<file path="config.mk">
export PLATFORM = sky130hd
export DESIGN_NAME = gyro_bias_deadband_integrator
export DESIGN_NICKNAME = d
export VERILOG_FILES = /design/src/hw/rtl/gbdi_pkg.sv /design/src/hw/rtl/gyro_bias_deadband_integrator.sv /design/src/hw/rtl/gbdi_lane.sv /design/src/hw/rtl/gbdi_cal.sv /design/src/hw/rtl/gbdi_merge.sv
export SDC_FILE = /design/constraint.sdc
export NUM_CORES = 2
export LEC_CHECK = 0
export BUFFER_PORTS_ARGS = -buffer_cell sky130_fd_sc_hd__buf_2
export CELL_PAD_IN_SITES_DETAIL_PLACEMENT = 1
export CELL_PAD_IN_SITES_GLOBAL_PLACEMENT = 2
export CORE_ASPECT_RATIO = 0.6
export CORE_MARGIN = 2
export CORE_UTILIZATION = 44
export DETAILED_ROUTE_END_ITERATION = 16
export GPL_TIMING_DRIVEN = 0
export PLACE_DENSITY = 0.9
export SLEW_MARGIN = 20
export SYNTH_ARGS = -nofsm -noshare
export SYNTH_HDL_FRONTEND = slang
export SYNTH_HIERARCHICAL = 1
export SYNTH_SLANG_ARGS = --single-unit
export TNS_END_PERCENT = 5
</file>
<file path="constraint.sdc">
create_clock -name clk_i -period 22 [get_ports clk_i]
set_clock_uncertainty 0.2 [all_clocks]
set_input_delay 1.1 -clock clk_i [delete_from_list [all_inputs] [get_ports clk_i]]
set_output_delay 1.1 -clock clk_i [all_outputs]
set_load 0.01 [all_outputs]
</file>
<file path="src/hw/rtl/gbdi_pkg.sv">
`default_nettype none

package gbdi_pkg;

  // calibration and accumulator sizing
  localparam int unsigned SKIP_SAMPLES = 256;
  localparam int unsigned AVG_LOG2     = 8;
  localparam int unsigned ANGLE_BITS   = 48;

  localparam int unsigned CAL_TOTAL = SKIP_SAMPLES + (1 << AVG_LOG2);
  localparam int unsigned CNT_W     = $clog2(CAL_TOTAL + 1);
  localparam int unsigned SUM_W     = 17 + AVG_LOG2;

  // field widths
  localparam int unsigned RATE_W = 16;
  localparam int unsigned OUT_W  = 48;
  localparam int unsigned DB_W   = 15;
  localparam int unsigned OP_W   = 2;

  localparam logic [DB_W-1:0] DEADBAND_RST = DB_W'(82);

  // request codes
  typedef enum logic [OP_W-1:0] {
    OP_SAMPLE  = 2'd0,
    OP_RESTART = 2'd1,
    OP_LOAD    = 2'd2,
    OP_NONE    = 2'd3
  } op_e;

  // per-lane control from the calibration sequencer
  typedef struct packed {
    logic sample;
    logic sum_en;
    logic finish;
    logic clear;
  } lane_ctrl_t;

  // one result as held in the output buffer
  typedef struct packed {
    logic signed [RATE_W-1:0] rate_x;
    logic signed [RATE_W-1:0] rate_y;
    logic signed [RATE_W-1:0] rate_z;
    logic signed [OUT_W-1:0]  angle_x;
    logic signed [OUT_W-1:0]  angle_y;
    logic signed [OUT_W-1:0]  angle_z;
    logic                     calibrated;
  } res_t;

endpackage

`default_nettype wire

</file>
<file path="src/hw/rtl/gyro_bias_deadband_integrator.sv">
// Gyro bias removal, deadband and angle integration.
// Input channel (in_valid_i / in_stall_o): each request carries op_i and three
// raw gyro rates plus an x angle load value. op 0 is a sample, op 1 restarts
// bias calibration, op 2 loads the x angle, op 3 does nothing.
// Output channel (out_valid_o / out_stall_i): exactly one result per request,
// in order: corrected and deadbanded rates (zero for non-sample requests),
// the three angle accumulators after the request and the calibrated flag.
// Three identical axis lanes work in parallel; their results are merged into
// a two-entry output buffer, registered, so out_valid_o rises the cycle after
// acceptance; throughput is one request per cycle while in_stall_o is low.
// in_stall_o rises only when both buffer entries hold unread results, so a
// stalling receiver costs nothing until two results are waiting.
// Write the deadband register through deadband_we_i / deadband_i only while
// the block is idle; the block does not enforce this. It resets to 82.
// Reset clears bias, angles and the calibrated flag and starts calibration:
// 256 samples are skipped and the next 256 are averaged into the new bias.
`default_nettype none

module gyro_bias_deadband_integrator
  import gbdi_pkg::*;
(
  input  wire logic                     clk_i,
  input  wire logic                     rst_ni,
  input  wire logic                     deadband_we_i,
  input  wire logic [DB_W-1:0]          deadband_i,
  input  wire logic                     in_valid_i,
  output logic                          in_stall_o,
  input  wire logic [OP_W-1:0]          op_i,
  input  wire logic signed [RATE_W-1:0] gyro_x_i,
  input  wire logic signed [RATE_W-1:0] gyro_y_i,
  input  wire logic signed [RATE_W-1:0] gyro_z_i,
  input  wire logic signed [OUT_W-1:0]  angle_value_i,
  output logic                          out_valid_o,
  input  wire logic                     out_stall_i,
  output logic signed [RATE_W-1:0]      rate_x_o,
  output logic signed [RATE_W-1:0]      rate_y_o,
  output logic signed [RATE_W-1:0]      rate_z_o,
  output logic signed [OUT_W-1:0]       angle_x_o,
  output logic signed [OUT_W-1:0]       angle_y_o,
  output logic signed [OUT_W-1:0]       angle_z_o,
  output logic                          calibrated_o
);

  logic [DB_W-1:0] deadband_q;
  logic            full;
  logic            accept;
  lane_ctrl_t      ctrl;
  logic            load;
  logic            cal_done;
  res_t            res_new;
  res_t            res_out;

  // deadband register
  always_ff @(posedge clk_i or negedge rst_ni) begin
    if (!rst_ni) begin
      deadband_q <= DEADBAND_RST;
    end else if (deadband_we_i) begin
      deadband_q <= deadband_i;
    end
  end

  assign in_stall_o = full;
  assign accept     = in_valid_i && !full;

  // calibration sequencer and request decode
  gbdi_cal u_cal (
    .clk_i      (clk_i),
    .rst_ni     (rst_ni),
    .accept_i   (accept),
    .op_i       (op_e'(op_i)),
    .ctrl_o     (ctrl),
    .load_o     (load),
    .cal_done_o (cal_done)
  );

  // axis lanes
  gbdi_lane u_lane_x (
    .clk_i        (clk_i),
    .rst_ni       (rst_ni),
    .ctrl_i       (ctrl),
    .load_i       (load),
    .load_value_i (angle_value_i),
    .deadband_i   (deadband_q),
    .raw_i        (gyro_x_i),
    .rate_o       (res_new.rate_x),
    .angle_o      (res_new.angle_x)
  );

  gbdi_lane u_lane_y (
    .clk_i        (clk_i),
    .rst_ni       (rst_ni),
    .ctrl_i       (ctrl),
    .load_i       (1'b0),
    .load_value_i (angle_value_i),
    .deadband_i   (deadband_q),
    .raw_i        (gyro_y_i),
    .rate_o       (res_new.rate_y),
    .angle_o      (res_new.angle_y)
  );

  gbdi_lane u_lane_z (
    .clk_i        (clk_i),
    .rst_ni       (rst_ni),
    .ctrl_i       (ctrl),
    .load_i       (1'b0),
    .load_value_i (angle_value_i),
    .deadband_i   (deadband_q),
    .raw_i        (gyro_z_i),
    .rate_o       (res_new.rate_z),
    .angle_o      (res_new.angle_z)
  );

  assign res_new.calibrated = cal_done;

  // merge lane results into the output buffer
  gbdi_merge u_merge (
    .clk_i       (clk_i),
    .rst_ni      (rst_ni),
    .push_i      (accept),
    .res_i       (res_new),
    .out_stall_i (out_stall_i),
    .full_o      (full),
    .out_valid_o (out_valid_o),
    .res_o       (res_out)
  );

  assign rate_x_o     = res_out.rate_x;
  assign rate_y_o     = res_out.rate_y;
  assign rate_z_o     = res_out.rate_z;
  assign angle_x_o    = res_out.angle_x;
  assign angle_y_o    = res_out.angle_y;
  assign angle_z_o    = res_out.angle_z;
  assign calibrated_o = res_out.calibrated;

endmodule

`default_nettype wire

</file>
<file path="src/hw/rtl/gbdi_lane.sv">
`default_nettype none

module gbdi_lane
  import gbdi_pkg::*;
(
  input  wire logic                     clk_i,
  input  wire logic                     rst_ni,
  input  wire lane_ctrl_t               ctrl_i,
  input  wire logic                     load_i,
  input  wire logic signed [OUT_W-1:0]  load_value_i,
  input  wire logic [DB_W-1:0]          deadband_i,
  input  wire logic signed [RATE_W-1:0] raw_i,
  output logic signed [RATE_W-1:0]      rate_o,
  output logic signed [OUT_W-1:0]       angle_o
);

  logic signed [RATE_W-1:0]     bias_q, bias_d;
  logic signed [SUM_W-1:0]      sum_q, sum_d;
  logic signed [ANGLE_BITS-1:0] acc_q, acc_d;

  logic signed [RATE_W-1:0]     corr;
  logic        [RATE_W-1:0]     mag;
  logic signed [RATE_W-1:0]     rate;
  logic signed [SUM_W-1:0]      sum_rnd;
  logic signed [63:0]           load_wide;
  logic signed [63:0]           acc_wide;

  // bias correction and deadband
  always_comb begin
    corr = raw_i - bias_q;
    mag  = corr[RATE_W-1] ? RATE_W'(-corr) : corr;
    rate = (mag < {1'b0, deadband_i}) ? '0 : corr;
  end

  assign rate_o = ctrl_i.sample ? rate : '0;

  // calibration sum and truncating average
  always_comb begin
    sum_d = sum_q;
    if (ctrl_i.clear) begin
      sum_d = '0;
    end else if (ctrl_i.sum_en) begin
      sum_d = sum_q + SUM_W'(raw_i);
    end
    sum_rnd = sum_d[SUM_W-1] ? sum_d + SUM_W'((1 << AVG_LOG2) - 1) : sum_d;
    bias_d  = ctrl_i.finish ? sum_rnd[AVG_LOG2 +: RATE_W] : bias_q;
  end

  // angle accumulator, wraps at its own width
  always_comb begin
    load_wide = 64'(load_value_i);
    acc_d     = acc_q;
    if (ctrl_i.sample) begin
      acc_d = acc_q + ANGLE_BITS'(rate);
    end else if (load_i) begin
      acc_d = load_wide[ANGLE_BITS-1:0];
    end
    acc_wide = 64'(acc_d);
  end

  assign angle_o = acc_wide[OUT_W-1:0];

  // lane state
  always_ff @(posedge clk_i or negedge rst_ni) begin
    if (!rst_ni) begin
      bias_q <= '0;
      sum_q  <= '0;
      acc_q  <= '0;
    end else begin
      bias_q <= bias_d;
      sum_q  <= sum_d;
      acc_q  <= acc_d;
    end
  end

endmodule

`default_nettype wire

</file>
<file path="src/hw/rtl/gbdi_cal.sv">
`default_nettype none

module gbdi_cal
  import gbdi_pkg::*;
(
  input  wire logic  clk_i,
  input  wire logic  rst_ni,
  input  wire logic  accept_i,
  input  wire op_e   op_i,
  output lane_ctrl_t ctrl_o,
  output logic       load_o,
  output logic       cal_done_o
);

  logic [CNT_W-1:0] count_q, count_d;
  logic             done_q, done_d;
  logic             running;

  assign running = count_q < CNT_W'(CAL_TOTAL);

  // decode the request and step the calibration count
  always_comb begin
    ctrl_o  = '0;
    load_o  = 1'b0;
    count_d = count_q;
    done_d  = done_q;
    if (accept_i) begin
      case (op_i)
        OP_SAMPLE: begin
          ctrl_o.sample = 1'b1;
          if (running) begin
            ctrl_o.sum_en = count_q >= CNT_W'(SKIP_SAMPLES);
            count_d       = count_q + CNT_W'(1);
            if (count_q == CNT_W'(CAL_TOTAL - 1)) begin
              ctrl_o.finish = 1'b1;
              done_d        = 1'b1;
            end
          end
        end
        OP_RESTART: begin
          ctrl_o.clear = 1'b1;
          count_d      = '0;
        end
        OP_LOAD: begin
          load_o = 1'b1;
        end
        default: begin
        end
      endcase
    end
  end

  assign cal_done_o = done_d;

  always_ff @(posedge clk_i or negedge rst_ni) begin
    if (!rst_ni) begin
      count_q <= '0;
      done_q  <= 1'b0;
    end else begin
      count_q <= count_d;
      done_q  <= done_d;
    end
  end

endmodule

`default_nettype wire

</file>
<file path="src/hw/rtl/gbdi_merge.sv">
`default_nettype none

module gbdi_merge
  import gbdi_pkg::*;
(
  input  wire logic clk_i,
  input  wire logic rst_ni,
  input  wire logic push_i,
  input  wire res_t res_i,
  input  wire logic out_stall_i,
  output logic      full_o,
  output logic      out_valid_o,
  output res_t      res_o
);

  logic [1:0] count_q, count_d;
  res_t       slot0_q, slot0_d;
  res_t       slot1_q, slot1_d;
  logic       pop;

  assign pop         = (count_q != 2'd0) && !out_stall_i;
  assign out_valid_o = count_q != 2'd0;
  assign full_o      = count_q == 2'd2;
  assign res_o       = slot0_q;

  // two-entry result buffer, head always in slot0
  always_comb begin
    slot0_d = slot0_q;
    slot1_d = slot1_q;
    count_d = count_q + 2'(push_i) - 2'(pop);
    case (count_q)
      2'd0: begin
        if (push_i) slot0_d = res_i;
      end
      2'd1: begin
        if (push_i && pop) begin
          slot0_d = res_i;
        end else if (push_i) begin
          slot1_d = res_i;
        end
      end
      2'd2: begin
        if (pop) slot0_d = slot1_q;
      end
      default: begin
      end
    endcase
  end

  always_ff @(posedge clk_i or negedge rst_ni) begin
    if (!rst_ni) begin
      count_q <= '0;
    end else begin
      count_q <= count_d;
    end
  end

  // payload needs no reset
  always_ff @(posedge clk_i) begin
    slot0_q <= slot0_d;
    slot1_q <= slot1_d;
  end

endmodule

`default_nettype wire

</file>
-- Word level (Yosys, flattened, before mapping)
Index checks and enable logic that the tools add are counted.
- output and inout bits: 195
- input bits: 118
- logic and storage cells: 112
- register bits: 681
- multiplexer cells: 39
- equality and inequality tests: 9
- magnitude comparators: 5
- bitwise operators: 1
- add/sub/neg operators: 18
- reductions and logical operators: 13
- operators by type and width (kind ; number):
    $mux 193 ; 3
    $pmux 193 s3 ; 1
    $mux 48 ; 4
    $mux 25 ; 6
    $add 48x16->48 ; 3
    $mux 16 ; 9
    $add 25x16->25 ; 3
    $add 24x9->24 const B ; 3
    $mux 24 ; 3
    $lt 16x15->1 ; 3
    $neg 16->16 ; 3
    $sub 16x16->16 ; 3
    $pmux 10 s2 ; 1
    $add 10x1->10 const B ; 1
    $eq 10x9->1 const B ; 1
    $ge 10x9->1 const B ; 1
    $lt 10x10->1 const B ; 1
    $mux 10 ; 1
    $mux 1 ; 8
    $ne 2x1->1 const B ; 4
    $reduce_and 3->1 ; 2
    $eq 2x1->1 const B ; 2
    $eq 2x2->1 const B ; 2
    $logic_not 2->1 ; 2
    other kinds (11) ; 15

-- Longest topological paths before layout
- depth in word-level cells: 9
- mapped depth: 38
- gate-level depth less buffers: 36

-- Hierarchy
The synthesis kept the hierarchy.
- modules (own cells, without submodules) (module ; seq. area each (um2) ; area an instance (um2) ; cells each ; instances):
    gbdi_lane (u_lane_x ...) ; 2227.1 ; 9425.3 ; 1168 ; 2
    gbdi_merge ; 11641.2 ; 14710.4 ; 614 ; 1
    gbdi_lane (u_lane_z) ; 2227.1 ; 9519.1 ; 1184 ; 1
    gbdi_cal ; 275.3 ; 653.1 ; 72 ; 1
    gyro_bias_deadband_integrator ; 379.1 ; 626.9 ; 34 ; 1

-- Least setup slack after synthesis
No wires, ideal clock.
- path type: input -> register
- from: input port in_valid_i
- to: register u_merge.slot0_q (netlist bit u_merge/res_o[0]), enable pin
- setup slack: 10177 ps
- required time: 20987 ps
- path buffers: 0
- arrival time: 10810 ps
- cell stages on the path: 3
- setup time: 813 ps
- path through: nor2b_1 > nand2b_1 > o22ai_1
- word-level cells in the longest chain between the ends: 4
- elaborated cells between the ends (all ways): 5
- classes of those cells: 2 x eq/ne; 3 x reduce/logical
- ends and longest elaborated chain (item ; RTL line ; RTL):
    from (decl) ; gyro_bias_deadband_integrator.sv:26 ; input wire logic in_valid_i,
    $logic_and 1x1->1 * ; gyro_bias_deadband_integrator.sv:63 ; assign accept = in_valid_i && !full;
    $logic_and 1x1->1 ; gbdi_merge.sv:36 ; if (push_i && pop) begin
    $ne 2x1->1 (no source line) ; - ;
    $reduce_and 4->1 (no source line) * ; - ;
    to (signal assigned) ; gbdi_merge.sv:60 ; slot0_q <= slot0_d;
    to (decl) ; gbdi_merge.sv:17 ; res_t slot0_q, slot0_d;
Every way passes the cells marked *; elsewhere a longest branch is shown, timed or not.
A chain may end at the register's enable or synchronous reset.

==> results.py <==
metrics = {
    "yosys": {
        "yosys.cell_types.count": 104,
        "synthCells": 4240,
        "postSynth.topFlopCell": "edfxtp_1",
        "yosys_warnings": 6,
        "avgSynthCellArea_um2": 10.5,
        "syn_area_um2": 44400,
        "synth-seq-cells": 681,
        "synth_edf_count": 386,
        "async_flop_share_pct": 43.3,
        "ys_seq_area_share_pct": 42.8,
    },
    "timing": {
        "fin_ws_ps": 11170,
        "fmax_ghz": 0.0923,
        "slew_headroom_pct": 21.5,
        "fin_crit_ps": 10830,
        "slew_viol_final": 0,
        "tightest_slew_ps": 1180,
        "grt_setup_unrepaired": "false",
        "period_share_pct": 49.2,
        "tns_ps": 0,
        "finalSetupViolCount": 0,
        "final_hold_viol_count": 0,
    },
    "global_route": {
        "first_global_vias": 36134,
        "grt_pass1_wl_mm": 229,
        "grt_usage_pct": 28.9,
        "antenna_found_initial": 17,
        "gr-total-overflow": 0,
        "grt_max_degree": 86,
    },
    "hold_path": {
        "hp-class": "in2async",
    },
    "clocking": {
        "clockRootBuffer": "clkbuf_16",
        "cts_max_level": 3,
        "clockBufferDepth": 3,
        "clk_pin_slew_ps": 70,
        "cts.sinks": 681,
        "cts_tree": "done",
        "postCtsHoldBufs": 0,
        "cts_inserted_buffers": 70,
        "post_cts_buffers": 0,
        "post_cts_resized": 0,
        "insertion_delay_ps": 670,
    },
    "floorplan": {
        "die_y_um": 250,
        "die_area_um2": 103000,
        "io_pins": 313,
        "core_um2": 100000,
        "initial_core_util_pct": 44.3,
        "die_w_um": 414,
        "row_count": 90,
    },
    "critical_path": {
        "path_class": "in2reg",
        "reg2reg_setup_slack_ps": 11340,
        "r2r_cells": 36,
        "cpMaxStageDelayCell": "a2111oi_0",
        "path_common_cell": "o21ai_0",
        "reg2reg_from": "u_lane_z/bias_q[2]",
        "regToRegEndpoint": "u_merge/res_o[41]",
        "startpoint_type": "input pin",
        "worstPathMaxFanout": 10,
        "arrival_ps": 11050,
        "crit_required_ps": 22220,
        "cpPeakStageDelay_ps": 850,
        "end_kind": "flop",
    },
    "place": {
        "dpl_worst_slack_ps": 10770,
        "place_inst": 5912,
        "io_buffers": 311,
        "gp_congestion": 0.947,
        "place.detailed.hpwl_mm": 117,
    },
    "final_layout": {
        "layout_commonest_cell": "edfxtp_1",
        "final_layout_size_suffix_gt1_share_pct": 17.1,
        "regArea_um2": 19000,
        "areaGrowthSynthToFinish_pct": 14.3,
        "nFillCells": 11081,
        "fin_cells": 6061,
        "final_cell_mix": "386 x edfxtp_1, 320 x buf_2, 303 x nor2_1, 302 x ha_1, 292 x dfrtp_1",
        "utilization_pct": 50.6,
        "fin_nets": 5080,
        "multi_input_area_um2": 23900,
    },
    "detailed_routing": {
        "drt-initial-drc-count": 3299,
        "drc_errors": 0,
        "ant_nets": 0,
        "routedWlPerCell_um": 25.0,
        "dr.pass1.iters": 5,
        "vias_per_cell": 5.95,
        "wl_mm": 152,
        "vias": 36076,
    },
    "power_and_ir_drop": {
        "power_density_nw_per_um2": 118,
        "irDropWorstVdd_uv": 62.1,
        "p_leak_nw": 21.6,
    },
    "job": {
        "max-cap-violations": 0,
    },
    "run_status": {
        "status": "complete, no violations",
    },
}
[flip-flops by register name (all words and copies together), names as in the netlist, 10 cells and up]
signal and cells:
u_lane_x/bias_q 16, u_lane_y/bias_q 16, u_lane_y/sum_q 25, deadband_q 15, u_lane_z/bias_q 16, u_lane_x/acc_q 48, u_lane_x/sum_q 25, u_lane_z/sum_q 25
u_merge/res_o 193, u_cal/count_q 10, u_lane_y/acc_q 48, u_lane_z/acc_q 48, u_merge/slot1_q 193
[area by class of cell]
cell class / instances / share of cell area (%)
Buffer: 153 / 1.53
Sequential cell: 681 / 37.4
Antenna cell: 18 / 0.0889
Clock buffer: 99 / 3.93
Tap cell: 1334 / 3.29
Multi-Input combinational cell: 3212 / 47.2
Inverter: 197 / 1.46
Clock inverter: 31 / 0.699
Timing Repair Buffer: 336 / 4.33
[per-layer routing]
| layer | up-vias | track usage [%] | share of wire (%) |
|---|---|---|---|
| met3 | 214 | 4.44 | 6.9 |
| met2 | 1120 | 41.2 | 42 |
| met4 | 0 | 8.78 | 2.9 |
| met1 | 18137 | 44.6 | 49 |
| met5 | - | 0 | 0 |
| li1 | 16605 | - | - |
[cells by family (layout without fill, tap and decap cells)]
logic type	after synthesis	after routing	share of synthesized area, %
AO/OA/AOI/OAI	1127	1127	16.3
XOR/XNOR	254	254	5.05
adder cells (fa/ha/maj)	311	311	8.92
buffers and inverters	350	816	3.41
flip-flops	681	681	42.8
multiplexers	382	382	10.7
other	1	22	0.00845
AND/OR/NAND/NOR	1134	1134	12.8
[report_power, final]
| part | leakage, nW | internal (mW) | switching (mW) |
|---|---|---|---|
| Sequential | 7.22 | 1.79 | 0.182 |
| Clock | 1.15 | 0.699 | 0.554 |
| Combinational | 13.2 | 1.13 | 1.62 |
| Total | 21.6 | 3.62 | 2.35 |
[how the worst max path moves through the flow]
stage	from	to	slack [ps]	depth (start not counted)
2_1_floorplan	in_valid_i	u_merge/res_o[0]	10180	3
3_3_place_gp	in_valid_i	u_merge/res_o[131]	4080	4
3_5_place_dp	gyro_z_i[0]	u_merge/res_o[41]	10770	37
4_1_cts	gyro_z_i[0]	u_merge/res_o[41]	11390	37
5_1_grt	gyro_z_i[10]	u_merge/res_o[41]	10530	36
6_report	gyro_z_i[0]	u_merge/res_o[41]	11170	37
[per-stage QoR]
stage | total power, mW | instance area [µm²] | hold slack (ps)
2_1_floorplan | 3.84 | 44400 | 240
3_3_place_gp | 4.61 | 47600 | 257
3_5_place_dp | 4.67 | 48300 | 275
4_1_cts | 5.96 | 50600 | 139
5_1_grt | 6.30 | 50700 | 174
6_report | 5.97 | 50700 | 149
[synth_stat cells, drive strengths merged, types with 13 or more instances]
cell type / instances / area (µm²)
and2: 29 / 183
a211oi: 63 / 483
a21oi: 291 / 1460
inv: 197 / 739
nor2: 307 / 1160
or4: 17 / 128
nor4: 16 / 151
nor3: 60 / 300
xnor2: 167 / 1460
or3: 27 / 179
mux2: 241 / 3350
o21bai: 38 / 285
a21boi: 16 / 124
dfrtp: 292 / 7310
nor2b: 63 / 417
o31ai: 16 / 120
nand2b: 44 / 283
ha: 302 / 3780
a31o: 13 / 114
nand3b: 21 / 158
xor2: 86 / 753
nand3: 93 / 465
buf: 51 / 382
clkbuf: 102 / 393
and3: 30 / 204
o21a: 40 / 300
edfxtp: 386 / 11600
nand2: 289 / 1080
a31oi: 66 / 413
or2: 26 / 163
nand4: 68 / 425
mux2i: 141 / 1410
a21o: 136 / 1030
a211o: 17 / 150
o211ai: 27 / 213
o21ai: 280 / 1400
[critical path, delay by kind of cell]
| kind | cells | cell delay, ps |
|---|---|---|
| fa+ha+maj | 5 | 1610 |
| xor+xnor | 3 | 900 |
| compound gates | 17 | 5090 |
| mux | 1 | 310 |
| simple gates | 6 | 1490 |
| buf+inv | 5 | 540 |
(Power assumes the default switching activity.)
